File: config.mk
export PLATFORM = sky130hd
export DESIGN_NAME = wildcard_star_matcher
export DESIGN_NICKNAME = d
export VERILOG_FILES = /design/src/wsm_pkg.sv /design/src/wsm_row_next.sv /design/src/wildcard_star_matcher.sv
export VERILOG_INCLUDE_DIRS = /design/src /design/src/src
export SDC_FILE = /design/constraint.sdc
export NUM_CORES = 1
export LEC_CHECK = 0
export ABC_AREA = 0
export BUFFER_PORTS_ARGS = -buffer_cell sky130_fd_sc_hd__buf_2
export CELL_PAD_IN_SITES_DETAIL_PLACEMENT = 1
export CELL_PAD_IN_SITES_GLOBAL_PLACEMENT = 2
export CORE_ASPECT_RATIO = 1.4
export CORE_MARGIN = 2
export CORE_UTILIZATION = 45
export DETAILED_ROUTE_END_ITERATION = 7
export MAX_ROUTING_LAYER = met4
export PLACE_DENSITY_LB_ADDON = 0.1
export SLEW_MARGIN = 0
export SYNTH_ARGS = -nofsm -noshare
export SYNTH_HDL_FRONTEND = slang
export SYNTH_SLANG_ARGS = --single-unit
File: constraint.sdc
create_clock -name clk_i -period 9.3 [get_ports clk_i]
set_input_delay 2.79 -clock clk_i [delete_from_list [all_inputs] [get_ports clk_i]]
set_output_delay 2.79 -clock clk_i [all_outputs]
set_load 0.03 [all_outputs]
File: src/wildcard_star_matcher_macros.svh
// Assertion macros shared by the wildcard star matcher RTL.
// Each macro expects clk_i and rst_ni to be visible where it is used.
`ifndef WILDCARD_STAR_MATCHER_MACROS_SVH
`define WILDCARD_STAR_MATCHER_MACROS_SVH

// Same-cycle implication, checked at every rising clock edge out of reset.
`define WSM_ASSERT_IMP(label, ante, cons) \
  label: assert property (@(posedge clk_i) disable iff (!rst_ni) (ante) |-> (cons)) \
    else $error("%m: same-cycle check failed");

// Next-cycle implication, checked at every rising clock edge out of reset.
`define WSM_ASSERT_NXT(label, ante, cons) \
  label: assert property (@(posedge clk_i) disable iff (!rst_ni) (ante) |=> (cons)) \
    else $error("%m: next-cycle check failed");

`endif

File: src/wsm_pkg.sv
// Shared constants and types of the wildcard star matcher.
// Used by wsm_row_next and wildcard_star_matcher; depends on nothing.
package wsm_pkg;

  // Significant bits of a symbol code; wider settings keep the whole byte.
  localparam int SYMBOL_BITS     = 8;
  // Width of a symbol field and of one pattern byte.
  localparam int SYM_W           = 8;
  localparam int MAX_PATTERN_DEF = 32;
  localparam int CFG_DATA_W      = 64;
  localparam int CFG_IDX_W       = 3;
  localparam int BYTES_PER_WORD  = CFG_DATA_W / SYM_W;

  localparam logic [SYM_W-1:0] SYM_MASK =
    (SYMBOL_BITS >= SYM_W) ? {SYM_W{1'b1}} : SYM_W'((1 << SYMBOL_BITS) - 1);
  localparam logic [SYM_W-1:0] STAR_CODE = 8'h2A & SYM_MASK;

  typedef enum logic [CFG_IDX_W-1:0] {
    CfgPatWord0  = CFG_IDX_W'(0),
    CfgPatWord1  = CFG_IDX_W'(1),
    CfgPatWord2  = CFG_IDX_W'(2),
    CfgPatWord3  = CFG_IDX_W'(3),
    CfgPatLength = CFG_IDX_W'(4)
  } cfg_idx_e;

  // One input word as held in the input register.
  typedef struct packed {
    logic [SYM_W-1:0] symbol;
    logic             first_sym;
    logic             last_sym;
    logic             empty_txt;
  } wsm_item_t;

endpackage

File: src/wsm_row_next.sv
// Next-row logic of the wildcard star matcher: one text symbol against the pattern.
// Depends on wsm_pkg. Purely combinational; two parallel-prefix networks.
module wsm_row_next import wsm_pkg::*; #(
  parameter int MAX_PATTERN = MAX_PATTERN_DEF,
  localparam int LenBits    = $clog2(MAX_PATTERN + 1)
) (
  input  logic [MAX_PATTERN-1:0][SYM_W-1:0] pattern_i,
  input  logic [LenBits-1:0]                len_i,
  input  logic [MAX_PATTERN:0]              row_i,
  input  wsm_item_t                         item_i,
  output logic [MAX_PATTERN:0]              row_o,
  output logic                              matched_o
);

  localparam int Levels = $clog2(MAX_PATTERN + 1);

  logic [MAX_PATTERN:0] star;
  logic [MAX_PATTERN:0] hit;
  logic [MAX_PATTERN:0] init_row;
  logic [MAX_PATTERN:0] base_row;
  logic [Levels:0][MAX_PATTERN:0] and_lvl;
  logic [Levels:0][MAX_PATTERN:0] gen_lvl;
  logic [Levels:0][MAX_PATTERN:0] prp_lvl;

  // Position j of the row stands after pattern symbol j-1; positions past
  // the pattern length never take part.
  always_comb begin
    star = '0;
    hit  = '0;
    for (int j = 1; j <= MAX_PATTERN; j++) begin
      if (len_i >= LenBits'(j)) begin
        star[j] = ((pattern_i[j-1] & SYM_MASK) == STAR_CODE);
        hit[j]  = !star[j] && (((pattern_i[j-1] ^ item_i.symbol) & SYM_MASK) == '0);
      end
    end
  end

  // Initial row: bit j is set when every pattern symbol before it is a star.
  always_comb begin
    and_lvl[0] = {star[MAX_PATTERN:1], 1'b1};
    for (int l = 0; l < Levels; l++) begin
      and_lvl[l+1] = and_lvl[l];
      for (int j = 0; j <= MAX_PATTERN; j++) begin
        if (j >= (1 << l)) begin
          and_lvl[l+1][j] = and_lvl[l][j] & and_lvl[l][j - (1 << l)];
        end
      end
    end
    init_row = and_lvl[Levels];
  end

  assign base_row = item_i.first_sym ? init_row : row_i;

  // New row: nr[j] = g[j] | (star[j] & nr[j-1]), solved as a carry prefix.
  always_comb begin
    gen_lvl[0] = '0;
    prp_lvl[0] = star;
    for (int j = 1; j <= MAX_PATTERN; j++) begin
      gen_lvl[0][j] = star[j] ? base_row[j] : (hit[j] & base_row[j-1]);
    end
    for (int l = 0; l < Levels; l++) begin
      gen_lvl[l+1] = gen_lvl[l];
      prp_lvl[l+1] = prp_lvl[l];
      for (int j = 0; j <= MAX_PATTERN; j++) begin
        if (j >= (1 << l)) begin
          gen_lvl[l+1][j] = gen_lvl[l][j] | (prp_lvl[l][j] & gen_lvl[l][j - (1 << l)]);
          prp_lvl[l+1][j] = prp_lvl[l][j] & prp_lvl[l][j - (1 << l)];
        end
      end
    end
  end

  assign row_o     = item_i.empty_txt ? init_row : gen_lvl[Levels];
  assign matched_o = row_o[len_i];

endmodule

File: src/wildcard_star_matcher.sv
// Top level of the wildcard star matcher: pattern registers, pipeline and handshakes.
// Depends on wsm_pkg, wsm_row_next and wildcard_star_matcher_macros.svh.
//
// Usage: the pattern is written through the configuration port (indices 0 to 3
// carry eight pattern symbols each, lowest byte first; index 4 the length) while
// the block is idle. Text symbols then arrive as words on the input channel,
// one per cycle at most. first_symbol_i restarts the match row from the
// pattern's initial row; empty_text_i stands for a text of no symbols. A word
// with last_symbol_i set yields one result word on the output channel,
// matched_o, which tells whether the whole text fits the whole pattern.
// A word is held in the input register, its result in the output register.
// Throughput is one text symbol per cycle unless a text end waits on a
// stalled receiver; the match row update is a single register-to-register
// pass through two prefix networks of ceil(log2(MAX_PATTERN+1)) levels each.
// Reset clears the pattern, the length, the match row and both valid flags;
// a text that does not open with a first symbol after reset never matches.
// While the receiver stalls, the result waits in the output register, and one
// more word is still taken into the input register; a word that ends a text
// then waits there, while words that do not end a text keep flowing.
module wildcard_star_matcher import wsm_pkg::*; #(
  parameter int MAX_PATTERN = MAX_PATTERN_DEF
) (
  input  logic                  clk_i,
  input  logic                  rst_ni,
  // Configuration write port.
  input  logic                  cfg_we_i,
  input  logic [CFG_IDX_W-1:0]  cfg_index_i,
  input  logic [CFG_DATA_W-1:0] cfg_data_i,
  // Text symbol channel.
  input  logic                  in_valid_i,
  output logic                  in_ready_o,
  input  logic [SYM_W-1:0]      text_symbol_i,
  input  logic                  first_symbol_i,
  input  logic                  last_symbol_i,
  input  logic                  empty_text_i,
  // Result channel.
  output logic                  out_valid_o,
  input  logic                  out_ready_i,
  output logic                  matched_o
);

`include "wildcard_star_matcher_macros.svh"

  localparam int LenBits = $clog2(MAX_PATTERN + 1);

  logic [MAX_PATTERN-1:0][SYM_W-1:0] pattern_q;
  logic [LenBits-1:0]                len_q;
  logic [LenBits-1:0]                len_d;

  logic                 s1_valid_q;
  wsm_item_t            s1_item_q;
  logic                 s1_go;
  logic [MAX_PATTERN:0] row_q;
  logic [MAX_PATTERN:0] row_d;
  logic                 match_d;
  logic                 out_valid_q;
  logic                 matched_q;

  // Pattern bytes: byte j lives in lane j mod 8 of configuration word j / 8.
  for (genvar j = 0; j < MAX_PATTERN; j++) begin : g_pat_byte
    always_ff @(posedge clk_i or negedge rst_ni) begin
      if (!rst_ni) begin
        pattern_q[j] <= '0;
      end else if (cfg_we_i && (cfg_index_i == CFG_IDX_W'(j / BYTES_PER_WORD))) begin
        pattern_q[j] <= cfg_data_i[(j % BYTES_PER_WORD)*SYM_W +: SYM_W];
      end
    end
  end

  // The length is clamped to what the row can hold as it is written.
  always_comb begin
    if (cfg_data_i[5:0] > 6'(MAX_PATTERN)) begin
      len_d = LenBits'(MAX_PATTERN);
    end else begin
      len_d = cfg_data_i[LenBits-1:0];
    end
  end

  always_ff @(posedge clk_i or negedge rst_ni) begin
    if (!rst_ni) begin
      len_q <= '0;
    end else if (cfg_we_i) begin
      case (cfg_idx_e'(cfg_index_i))
        CfgPatLength: len_q <= len_d;
        default:      len_q <= len_q;
      endcase
    end
  end

  // Input stage. A word that ends a text needs room in the output register;
  // any other word only updates the row and always moves on.
  assign s1_go      = s1_valid_q && (!s1_item_q.last_sym || !out_valid_q || out_ready_i);
  assign in_ready_o = !s1_valid_q || s1_go;

  always_ff @(posedge clk_i or negedge rst_ni) begin
    if (!rst_ni) begin
      s1_valid_q <= 1'b0;
    end else if (in_ready_o) begin
      s1_valid_q <= in_valid_i;
    end
  end

  always_ff @(posedge clk_i) begin
    if (in_valid_i && in_ready_o) begin
      s1_item_q <= '{symbol:    text_symbol_i,
                     first_sym: first_symbol_i,
                     last_sym:  last_symbol_i,
                     empty_txt: empty_text_i};
    end
  end

  wsm_row_next #(
    .MAX_PATTERN(MAX_PATTERN)
  ) u_row_next (
    .pattern_i(pattern_q),
    .len_i    (len_q),
    .row_i    (row_q),
    .item_i   (s1_item_q),
    .row_o    (row_d),
    .matched_o(match_d)
  );

  // The match row carries over from one word to the next, also across texts.
  always_ff @(posedge clk_i or negedge rst_ni) begin
    if (!rst_ni) begin
      row_q <= '0;
    end else if (s1_go) begin
      row_q <= row_d;
    end
  end

  // Output register.
  always_ff @(posedge clk_i or negedge rst_ni) begin
    if (!rst_ni) begin
      out_valid_q <= 1'b0;
    end else if (s1_go && s1_item_q.last_sym) begin
      out_valid_q <= 1'b1;
    end else if (out_ready_i) begin
      out_valid_q <= 1'b0;
    end
  end

  always_ff @(posedge clk_i) begin
    if (s1_go && s1_item_q.last_sym) begin
      matched_q <= match_d;
    end
  end

  assign out_valid_o = out_valid_q;
  assign matched_o   = matched_q;

  // A word that does not end a text is never held back by the output side.
  `WSM_ASSERT_IMP(a_nolast_flows, s1_valid_q && !s1_item_q.last_sym, s1_go)
  // A pending text end facing a stalled output blocks the input.
  `WSM_ASSERT_IMP(a_last_blocks,
    s1_valid_q && s1_item_q.last_sym && out_valid_q && !out_ready_i, !in_ready_o)
  // The row only moves when a word is consumed.
  `WSM_ASSERT_NXT(a_row_hold, !s1_go, row_q == $past(row_q))
  // Row position zero is set exactly after an empty text.
  `WSM_ASSERT_NXT(a_row_origin, s1_go, row_q[0] == $past(s1_item_q.empty_txt))
  // A new result only ever comes from a consumed text end.
  `WSM_ASSERT_IMP(a_result_src, $rose(out_valid_q), $past(s1_go && s1_item_q.last_sym))

endmodule
**Yosys cells after proc, flatten, opt, wreduce, memory -nomap -nowiden**

Index checks and enable logic that the tools add are counted.

- Bits of input ports: 83
- Logic and storage cells: 777
- Flip-flop bits (word level): 309
- Output and inout bits: 3

- $lt $le $gt $ge: 34
- Reduce and logical (&&, ||, !) cells: 112
- Bitwise logic cells: 451
- Muxes and demuxes: 103
- Equal/unequal tests: 36

Operators by type and width:

| cell | number |
|---|---|
| 1-bit bitwise AND | 290 |
| 8-bit by 6-bit == test with 1-bit output, second input constant | 32 |
| 8-bit logical NOT | 32 |
| 8-bit bitwise XOR | 32 |
| 1-bit OR | 129 |
| 1-bit 2-to-1 mux | 99 |
| 6-bit by 5-bit greater-or-equal comparator with 1-bit output, second input constant | 16 |
| 33-bit 2-to-1 mux | 2 |
| 6-bit by 4-bit greater-or-equal comparator with 1-bit output, second input constant | 8 |
| 1-bit logical AND | 39 |
| 1-bit logical NOT | 35 |
| 6-bit by 3-bit greater-or-equal comparator with 1-bit output, second input constant | 4 |
| 6-bit by 2-bit greater-or-equal comparator with 1-bit output, second input constant | 2 |
| 6-bit by 7-bit less-than comparator with 1-bit output, second input constant | 1 |
| 1-bit binary-select mux with 6-bit select | 1 |
| 3-bit by 2-bit == test with 1-bit output, second input constant | 2 |
| 6-bit by 1-bit greater-or-equal comparator with 1-bit output, second input constant | 1 |
| 6-bit greater-or-equal comparator, second input constant | 1 |
| 6-bit > comparator, second input constant | 1 |
| 6-bit 2-to-1 mux | 1 |
| 3-bit by 1-bit == test with 1-bit output, second input constant | 1 |
| 3-bit == test, second input constant | 1 |
| 3-bit logical NOT | 1 |
| 1-bit logical OR | 3 |
| 2 further kinds | 2 |

**Longest topological paths before layout**

Gate-level depths: netlist (run 1).

- Word-level depth: 23
- Gate-level depth with buffers: 17

**Hierarchy**

From an unflattened synthesis (run 1), not the netlist that was laid out.

- Cell total of the unflattened synthesis: 2175
- Area total of the unflattened synthesis: 22703.0 um2

Modules (own cells, without submodules):

| module | cells each | area each (um2) | times used | seq. area each (um2) |
|---|---|---|---|---|
| wildcard_star_matcher | 773 | 12969.9 | 1 | 7792.5 |
| wsm_row_next | 1402 | 9733.1 | 1 | 0.0 |

**Worst setup path before layout (run 1)**

No wires, ideal clock.

- Path type: input to output
- Start: input port out_ready_i
- End: output port in_ready_o
- Required time: 6510 ps
- Arrival time: 3238 ps
- Path slack: 3272 ps
- Stages on the path: 2
- Buffers on the path: 0
- Cells stage by stage: nor2b_1 -> nand3_1

- Word-level cells in the longest chain between the ends: 3

RTL lines:

| item | line | text |
|---|---|---|
| start, declared | wildcard_star_matcher.sv:38 | `input logic out_ready_i,` |
| 1-bit logical OR | wildcard_star_matcher.sv:92 | `assign s1_go = s1_valid_q && (!s1_item_q.last_sym \|\| !out_valid_q \|\| out_ready_i);` |
| 1-bit logical AND | wildcard_star_matcher.sv:92 |  |
| 1-bit logical OR | wildcard_star_matcher.sv:93 | `assign in_ready_o = !s1_valid_q \|\| s1_go;` |
| end, declared | wildcard_star_matcher.sv:31 | `output logic in_ready_o,` |

Every way passes these cells.

**Final worst setup path (run 1)**

Ends and elaborated chain as after synthesis.

==> flow_summary.json, run 1 <==
{
  "outcome": "finished clean",
  "worst_clock_skew_ns": 0.0325,
  "cts-htree-levels": 2,
  "power_leakage_uw": 0.00835,
  "start_util_pct": 45.6,
  "drt_first_pass_iters": 5,
  "insertion_delay_ns": 0.55,
  "worstRegToRegCells": 15,
  "io-pin-count": 86,
  "io_buffers": 85,
  "grt_max_degree": 141,
  "dpl-instance-area_mm2": 0.0202,
  "ys_top_cells_by_area": "dfrtp_1 39%, mux2_2 15%, xor2_1 6.0%",
  "peakVddDrop_mv": 0.188,
  "synth_async_sr_flop_share_pct": 96.1,
  "fillers": 4614,
  "multi_input_comb_area_mm2": 0.0110,
  "ys_seq_area_share_pct": 40.5,
  "clk_path_buf_depth": 3,
  "first_global_vias": 16912,
  "maxSlewHeadroom_pct": 12.9,
  "layout.cells.most_common": "dfrtp_1",
  "rsz0062_at_grt": "false",
  "ratio_of_cells_with_drive_above_1_in_the_final_layout_pct": 25.4,
  "power_switching_uw": 1390,
  "detail_route.vias_per_cell": 6.41,
  "antenna_cells": 0,
  "period_share_pct": 66.5,
  "worstSetupStartpoint": "out_ready_i",
  "area.sequential_mm2": 0.00779,
  "cts-buffers-inserted": 35,
  "dp_slack_ns": 3.11,
  "dieArea_mm2": 0.0445,
  "remaining_drc_errors": 0,
  "critical_path.reg2reg.startpoint": "s1_item_q[4]$_DFFE_PP_",
  "critical_path_class": "in -> out",
  "crit_required_ns": 6.51,
  "netlist.top_cell.by_area": "dfrtp_1",
  "fp.dieH_um": 249,
  "syn_nets": 1936,
  "clock_power_share_pct": 32.9,
  "cts.repair.resized": 0,
  "ys.flop_type": "dfrtp_1",
  "slew_viol_final": 0,
  "syn_area_mm2": 0.0193,
  "number_of_post_cts_setup_repair_buffers": 0,
  "power_internal_uw": 2930,
  "netSwitchingFraction_pct": 32.2,
  "area_growth_syn_to_layout_pct": 11.0,
  "grt_util_all_layers_pct": 34.2,
  "routed_wl_mm": 73.0,
  "crit_path_end_kind": "primary output",
  "tritoncts": "done",
  "clkSinkCount": 309,
  "synthesis.instances": 1853,
  "regToRegSetupSlack_ns": 3.60,
  "finalWeightedCongestion": 0.968,
  "finalSetupTns_ns": 0,
  "dieWidth_um": 179,
  "postRouteAntennaNets": 0,
  "critPathMaxFanout": 3,
  "finalHoldViolCount": 0,
  "worst_hold_path.num_cells": 1,
  "dpl.hpwl_mm": 52.9,
  "fmaxAchievable_ghz": 0.162,
  "core_mm2": 0.0422,
  "period_minus_slack_ns": 6.18,
  "post_route_worst_setup_slack_ns": 3.12,
  "synth_enable_flop_cells": 12,
  "globalRoute.totalOverflow": 0,
  "num_vias": 15841,
  "timing.max_cap.violations": 0,
  "critPathLaunchType": "primary input",
  "root_buffer": "clkbuf_16",
  "mostFrequentLayoutCells": "297 x dfrtp_1, 258 x mux2_2, 136 x nand2_1, 133 x xor2_1, 123 x xnor2_1",
  "min-delay-path-class": "reg -> reg",
  "cp_data_arrival_time_ns": 3.39,
  "synth.ff_latch_count": 309,
  "final_area_mm2": 0.0214,
  "grt_first_pass_wirelength_mm": 110,
  "drt-initial-drc-count": 920,
  "critical_path.endpoint": "in_ready_o",
  "fp-row-count": 89,
  "seq_power_share_pct": 43.8,
  "post_drt_wl_per_cell_um": 29.5,
  "cts.clk_slew.worst_paths_ns": 0.06,
  "initial_antenna_violation_count": 0,
  "post_synth_top_area_share_pct": 38.6,
  "timing.rr.end": "matched_o$_DFFE_PP_",
  "net_count_final": 1985,
  "synth_cell_type_count": 103,
  "power.density_mw_per_mm2": 202,
  "cts.hold.buffers_added": 0,
  "yosysWarningCount": 0,
  "worstMarginPinSlew_ns": 1.29,
  "synthesis.area_per_instance_um2": 10.4,
  "setup_violations": 0,
  "combPwrFrac_pct": 23.3
}
## cell usage after synthesis, types with 39 or more instances
master / count
buf_2: 39
nand4_1: 54
mux2_2: 258
xnor2_1: 123
clkbuf_1: 59
dfrtp_1: 297
nand3_1: 49
xor2_1: 133
nand2_1: 137
nor2_1: 76
nor4_1: 43
a21oi_1: 40
o21ai_0: 53
## power groups by stage
stage	clock, uW	sequential, uW	combinational [uW]
floorplan	0	1820	710
global placement	0	1890	965
detailed placement	0	1910	994
CTS	1450	1890	1000
global route	1500	1930	1080
finish	1420	1890	1000
## worst min path at each step
stage | startpoint | endpoint | slack [ns]
6_report | row_q[4]$_DFFE_PN0P_ | row_q[4]$_DFFE_PN0P_ | 0.48
5_1_grt | row_q[8]$_DFFE_PN0P_ | row_q[8]$_DFFE_PN0P_ | 0.52
4_1_cts | row_q[4]$_DFFE_PN0P_ | row_q[4]$_DFFE_PN0P_ | 0.48
3_5_place_dp | row_q[4]$_DFFE_PN0P_ | row_q[4]$_DFFE_PN0P_ | 0.47
3_3_place_gp | row_q[26]$_DFFE_PN0P_ | row_q[26]$_DFFE_PN0P_ | 0.45
2_1_floorplan | row_q[26]$_DFFE_PN0P_ | row_q[26]$_DFFE_PN0P_ | 0.43
## kinds of logic (layout without fill, tap and decap cells)
group	count (synthesis)	after routing	synth area share, %
AOI/OAI and AO/OA	309	309	11.9
xor gates and xnor gates	256	256	11.6
buffers and inverters	125	198	2.77
DFF	309	309	40.5
muxes	261	261	15.3
and+or+nand+nor	593	593	17.9
## critical path: stages
cell and delay [ns]:
buf_2 0.10, nor2b_1 0.16, nand3_1 0.14, buf_2 0.20
## area by class of cell
| cell class | count | area share [%] |
|---|---|---|
| timing repair buffer | 118 | 3.25 |
| multi-input combinational | 1419 | 51.3 |
| tap | 546 | 3.19 |
| sequential | 309 | 36.4 |
| inverter | 19 | 0.334 |
| clock inverter | 11 | 0.638 |
| clock buffer | 50 | 4.83 |
## flip-flops by register name, indices dropped and copies added (netlist names)
register and cells:
pattern_q 256, s1_item_q 11, matched_o 1, len_q 6, s1_valid_q 1, out_valid_o 1
row_q 33
## metal layers
metal	global-route usage [%]	up-vias	wire length, um
li1	-	6948	-
met1	43.5	8326	31000
met2	56.1	416	36000
met3	3.68	151	2910
met4	12.8	0	3070
met5	-	-	0
## stage by stage
step / std cells / utilization, % / hold slack, ns / total power, uW
after floorplan: 1853 / - / 0.431 / 2530
after global placement: 2411 / 47.9 / 0.447 / 2850
after detailed placement: 2411 / 47.9 / 0.466 / 2900
after CTS: 2472 / 50.7 / 0.479 / 4340
after global routing: 2472 / 50.7 / 0.523 / 4510
final: 2472 / 50.7 / 0.478 / 4320
Note: power is estimated with default switching activity, not from simulation.
==> run 2, diff against run 1 <==
Settings changed: CORE_UTILIZATION 45 to 42.
Clock period 9.3 ns to 5.9 ns, I/O delays scaled along.
==> flow_summary.json, run 2 (synthesis results as in run 1) <==
{
  "combPwrFrac_pct": 23.2,
  "clkSinkCount": 309,
  "registers.top_by_ff_count": "pattern_q",
  "post_drt_wl_per_cell_um": 29.6,
  "critical_path_class": "reg -> reg",
  "dpl.hpwl_mm": 59.0,
  "min-delay-start": "row_q[25]$_DFFE_PN0P_",
  "ratio_of_cells_with_drive_above_1_in_the_final_layout_pct": 27.8,
  "critPathMaxFanout": 18,
  "layout.cells.most_common": "dfrtp_1",
  "drt-initial-drc-count": 1010,
  "slew_viol_final": 0,
  "postRouteAntennaNets": 0,
  "rsz0062_at_grt": "false",
  "fp-row-count": 92,
  "cts.hold.buffers_added": 0,
  "fillers": 4969,
  "insertion_delay_ns": 0.55,
  "finalHoldViolCount": 0,
  "dieWidth_um": 185,
  "grt_first_pass_wirelength_mm": 114,
  "worst_hold_path.num_cells": 2,
  "power_leakage_uw": 0.00872,
  "first_global_vias": 17093,
  "net_count_final": 2047,
  "clock_power_share_pct": 33.8,
  "initial_antenna_violation_count": 1,
  "core_mm2": 0.0451,
  "regToRegSetupSlack_ns": 0.35,
  "period_share_pct": 94.1,
  "power_switching_uw": 2220,
  "fmaxAchievable_ghz": 0.180,
  "worst_clock_skew_ns": 0.0400,
  "timing.rr.end": "matched_o$_DFFE_PP_",
  "period_minus_slack_ns": 5.55,
  "netSwitchingFraction_pct": 31.8,
  "finalWeightedCongestion": 1.01,
  "seq_power_share_pct": 43.0,
  "cts.clk_slew.worst_paths_ns": 0.07,
  "number_of_post_cts_setup_repair_buffers": 0,
  "dieArea_mm2": 0.0476,
  "cts.repair.resized": 0,
  "finish.utilization_pct": 48.9,
  "cp_data_arrival_time_ns": 5.96,
  "clk_path_buf_depth": 3,
  "maxSlewHeadroom_pct": 25.1,
  "peakVddDrop_mv": 0.265,
  "io-pin-count": 86,
  "finalSetupTns_ns": 0,
  "worstRegToRegCells": 15,
  "crit_required_ns": 6.31,
  "start_util_pct": 42.7,
  "cts-htree-levels": 2,
  "timing.max_cap.violations": 0,
  "layout_top_registers": "pattern_q (256), row_q (33), s1_item_q (11)",
  "outcome": "finished clean",
  "globalRoute.totalOverflow": 0,
  "area_growth_syn_to_layout_pct": 14.7,
  "grt_util_all_layers_pct": 33.7,
  "setup_violations": 0,
  "crit_path_end_kind": "flip-flop",
  "io_buffers": 85,
  "grt_max_degree": 103,
  "routed_wl_mm": 77.0,
  "power.density_mw_per_mm2": 316,
  "mostFrequentLayoutCells": "297 x dfrtp_1, 258 x mux2_2, 136 x nand2_1, 133 x xor2_1, 123 x xnor2_1",
  "fp.dieH_um": 257,
  "detail_route.vias_per_cell": 6.16,
  "critical_path.reg2reg.startpoint": "len_q[5]$_DFFE_PN0P_",
  "power_internal_uw": 4760,
  "critPathLaunchType": "flip-flop",
  "tritoncts": "done",
  "remaining_drc_errors": 0,
  "cts-buffers-inserted": 36,
  "root_buffer": "clkbuf_16",
  "largest_reg_flops": 256,
  "min-delay-path-class": "reg -> reg",
  "drt_first_pass_iters": 5,
  "worstMarginPinSlew_ns": 1.11,
  "num_vias": 16041,
  "hold-path-endpoint": "row_q[25]$_DFFE_PN0P_"
}
==> run 2: routing by layer <==
layer  share of wire, %  wire length, um  up-vias  global-route usage (%)
met1                 41            31700     8311                    41.0
met4                5.3             4070        0                    14.8
met3                3.9             2970      167                    3.57
met5                  0                0        -                       -
li1                   -                -     7094                       -
met2                 50            38300      469                    56.3
==> run 2: power groups by stage <==
stage | Clock (uW) | Sequential (uW) | Combinational (uW)
final | 2360 | 3000 | 1620
after global routing | 2490 | 3050 | 1740
after CTS | 2410 | 2990 | 1620
after detailed placement | 0 | 3020 | 1610
after global placement | 0 | 3000 | 1570
after floorplan | 0 | 2870 | 1120
==> run 2: layout make-up <==
type / instances / area [um^2] / share of cell area [%]
Inverter: 19 / 71.3 / 0.323
Multi-Input combinational cell: 1419 / 11000 / 49.7
Timing Repair Buffer: 179 / 1220 / 5.51
Antenna cell: 1 / 2.50 / 0.0113
Clock inverter: 18 / 239 / 1.08
Clock buffer: 48 / 1020 / 4.61
Tap cell: 611 / 764 / 3.46
Sequential cell: 309 / 7790 / 35.3
==> run 2: worst max path at each step <==
stage | start | endpoint | slack (ns) | depth (start not counted)
floorplan | out_ready_i | in_ready_o | 1.91 | 2
global placement | len_q[3]$_DFFE_PN0P_ | matched_o$_DFFE_PP_ | 0.40 | 15
detailed placement | pattern_q[88]$_DFFE_PN0P_ | matched_o$_DFFE_PP_ | 0.51 | 14
CTS | pattern_q[88]$_DFFE_PN0P_ | matched_o$_DFFE_PP_ | 0.48 | 14
global route | len_q[5]$_DFFE_PN0P_ | matched_o$_DFFE_PP_ | 0.14 | 15
finish | len_q[5]$_DFFE_PN0P_ | matched_o$_DFFE_PP_ | 0.35 | 15
==> run 2: critical path, stage by stage, from the launching register on <==
cell and delay, ns:
dfrtp_1 0.71, buf_4 0.30, a211o_1 0.23, nand3_1 0.42, nor4_1 0.82, nand3_1 0.59
o32ai_2 0.58, nand3_1 0.14, and3b_1 0.25, a31oi_2 0.22, o31ai_4 0.17, o311a_1 0.42
o21ai_1 0.12, nand4_1 0.16, o22a_1 0.22, nand2_1 0.07
==> run 2: per-stage QoR <==
step	area (um^2)	power (uW)	worst slack, ns	instances	hold slack [ns]
2_1_floorplan	19300	3990	1.91	1853	0.431
3_3_place_gp	20800	4560	0.397	2537	0.448
3_5_place_dp	20800	4640	0.514	2537	0.457
4_1_cts	22100	7020	0.482	2603	0.485
5_1_grt	22100	7290	0.136	2604	0.503
6_report	22100	6980	0.350	2604	0.482
==> run 3, diff against run 2 <==
Settings changed: CELL_PAD_IN_SITES_DETAIL_PLACEMENT 1 to 0.
==> flow_summary.json, run 3 (synthesis results as in run 1) <==
{
  "cts.clk_slew.worst_paths_ns": 0.07,
  "critPathMaxFanout": 18,
  "critical_path_class": "reg -> reg",
  "area.sequential_mm2": 0.00779,
  "root_buffer": "clkbuf_16",
  "start_util_pct": 42.7,
  "postRouteAntennaNets": 0,
  "timing.max_cap.violations": 0,
  "net_count_final": 2047,
  "dpl.hpwl_mm": 56.6,
  "crit_path_cell_trace": "buf_4 > a211o_1 > nand3_1 > nor4_1 > nand3_1 > o32ai_2 > nand3_1 > and3b_1 > a31oi_2 > o31ai_4 > o311a_1 > o21ai_1 > nand4_1 > o22a_1 > nand2_1",
  "globalRoute.totalOverflow": 0,
  "ratio_of_cells_with_drive_above_1_in_the_final_layout_pct": 27.8,
  "layout.cells.most_common": "dfrtp_1",
  "worst_hold_path.num_cells": 2,
  "cp_data_arrival_time_ns": 6.02,
  "dieArea_mm2": 0.0476,
  "instances_no_fill": 2602,
  "initial_antenna_violation_count": 1,
  "critical_path.max_stage_delay_ns": 0.81,
  "maxSlewHeadroom_pct": 23.1,
  "clkSinkCount": 309,
  "cts-buffers-inserted": 36,
  "critical_path.n_buffers_inverters": 1,
  "min-delay-path-class": "reg -> reg",
  "dieWidth_um": 185,
  "timing.rr.end": "matched_o$_DFFE_PP_",
  "power.density_mw_per_mm2": 312,
  "slew_viol_final": 0,
  "insertion_delay_ns": 0.55,
  "period_minus_slack_ns": 5.60,
  "fp-row-count": 92,
  "number_of_post_cts_setup_repair_buffers": 0,
  "cpMostUsedCell": "nand3_1",
  "first_global_vias": 16262,
  "fp.dieH_um": 257,
  "clk_path_buf_depth": 3,
  "finalWeightedCongestion": 1.01,
  "multi_input_comb_area_mm2": 0.0110,
  "grt_util_all_layers_pct": 32.4,
  "power_leakage_uw": 0.00871,
  "layout_top_registers": "pattern_q (256), row_q (33), s1_item_q (11)",
  "hold-path-endpoint": "row_q[9]$_DFFE_PN0P_",
  "min-delay-start": "row_q[9]$_DFFE_PN0P_",
  "grt_max_degree": 103,
  "rsz0062_at_grt": "false",
  "area_growth_syn_to_layout_pct": 14.4,
  "crit_family": "simple AND/OR/NAND/NOR gates",
  "io-pin-count": 86,
  "finalHoldViolCount": 0,
  "dp.cells": 2537,
  "crit_required_ns": 6.32,
  "drt-initial-drc-count": 1401,
  "largest_reg_flops": 256,
  "drt_first_pass_iters": 5,
  "worstRegToRegCells": 15,
  "grt_first_pass_wirelength_mm": 110,
  "tritoncts": "done",
  "mostFrequentLayoutCells": "297 x dfrtp_1, 258 x mux2_2, 136 x nand2_1, 133 x xor2_1, 123 x xnor2_1",
  "cts.hold.buffers_added": 0,
  "num_vias": 16122,
  "outcome": "finished clean",
  "cts-htree-levels": 2,
  "critPathLaunchType": "flip-flop",
  "remaining_drc_errors": 0,
  "period_share_pct": 94.9,
  "crit_path_end_kind": "flip-flop",
  "finalSetupTns_ns": 0,
  "total_power_uw": 6880,
  "slowest_stage": "nor4_1",
  "core_mm2": 0.0451,
  "detail_route.vias_per_cell": 6.20,
  "fillers": 4367,
  "peakVddDrop_mv": 0.256,
  "post_drt_wl_per_cell_um": 28.7,
  "critical_path.reg2reg.startpoint": "len_q[5]$_DFFE_PN0P_",
  "worst_clock_skew_ns": 0.0304,
  "regToRegSetupSlack_ns": 0.30,
  "fmaxAchievable_ghz": 0.179,
  "final.hold.worst_slack_ns": 0.480,
  "registers.top_by_ff_count": "pattern_q",
  "worstMarginPinSlew_ns": 1.14,
  "io_buffers": 85,
  "routed_wl_mm": 74.7,
  "setup_violations": 0,
  "cts.repair.resized": 0
}
## run 3: layout make-up
type,count,share of cell area [%]
Antenna cell,2,0.0227
Clock buffer,52,4.92
Clock inverter,11,0.551
Inverter,19,0.324
Multi-Input combinational cell,1419,49.8
Sequential cell,309,35.4
Tap cell,611,3.47
Timing Repair Buffer,179,5.52
## run 3: worst max-delay path by stage
stage                               from  cells past startpoint                  end
3_5_place_dp   pattern_q[92]$_DFFE_PN0P_                     14  matched_o$_DFFE_PP_
2_1_floorplan                out_ready_i                      2           in_ready_o
5_1_grt             len_q[5]$_DFFE_PN0P_                     14  matched_o$_DFFE_PP_
6_report            len_q[5]$_DFFE_PN0P_                     15  matched_o$_DFFE_PP_
3_3_place_gp        len_q[3]$_DFFE_PN0P_                     15  matched_o$_DFFE_PP_
4_1_cts        pattern_q[92]$_DFFE_PN0P_                     14  matched_o$_DFFE_PP_
## run 3: tightest hold or removal path, cell delays in order (launching register included)
cell	delay, ns
dfrtp_1	0.35
nand2_1	0.05
nand2_1	0.05
## run 3: stage by stage
stage	worst slack, ns	area (um^2)	util (%)
after global routing	0.210	22000	48.8
after CTS	0.516	22000	48.8
after detailed placement	0.530	20800	46.2
after floorplan	1.91	19300	-
after global placement	0.397	20800	46.1
final	0.302	22000	48.8
## run 3: power breakdown
| part | switching, uW | leakage, uW | internal (uW) |
|---|---|---|---|
| combinational | 792 | 0.00439 | 802 |
| clock | 931 | 0.000592 | 1360 |
| sequential | 436 | 0.00373 | 2550 |
## run 3: routing by layer
layer	part of all wire, %	global-route usage, %
met2	50	53.4
met4	4.7	13.5
met5	0	-
met1	41	40.5
met3	5.0	3.48
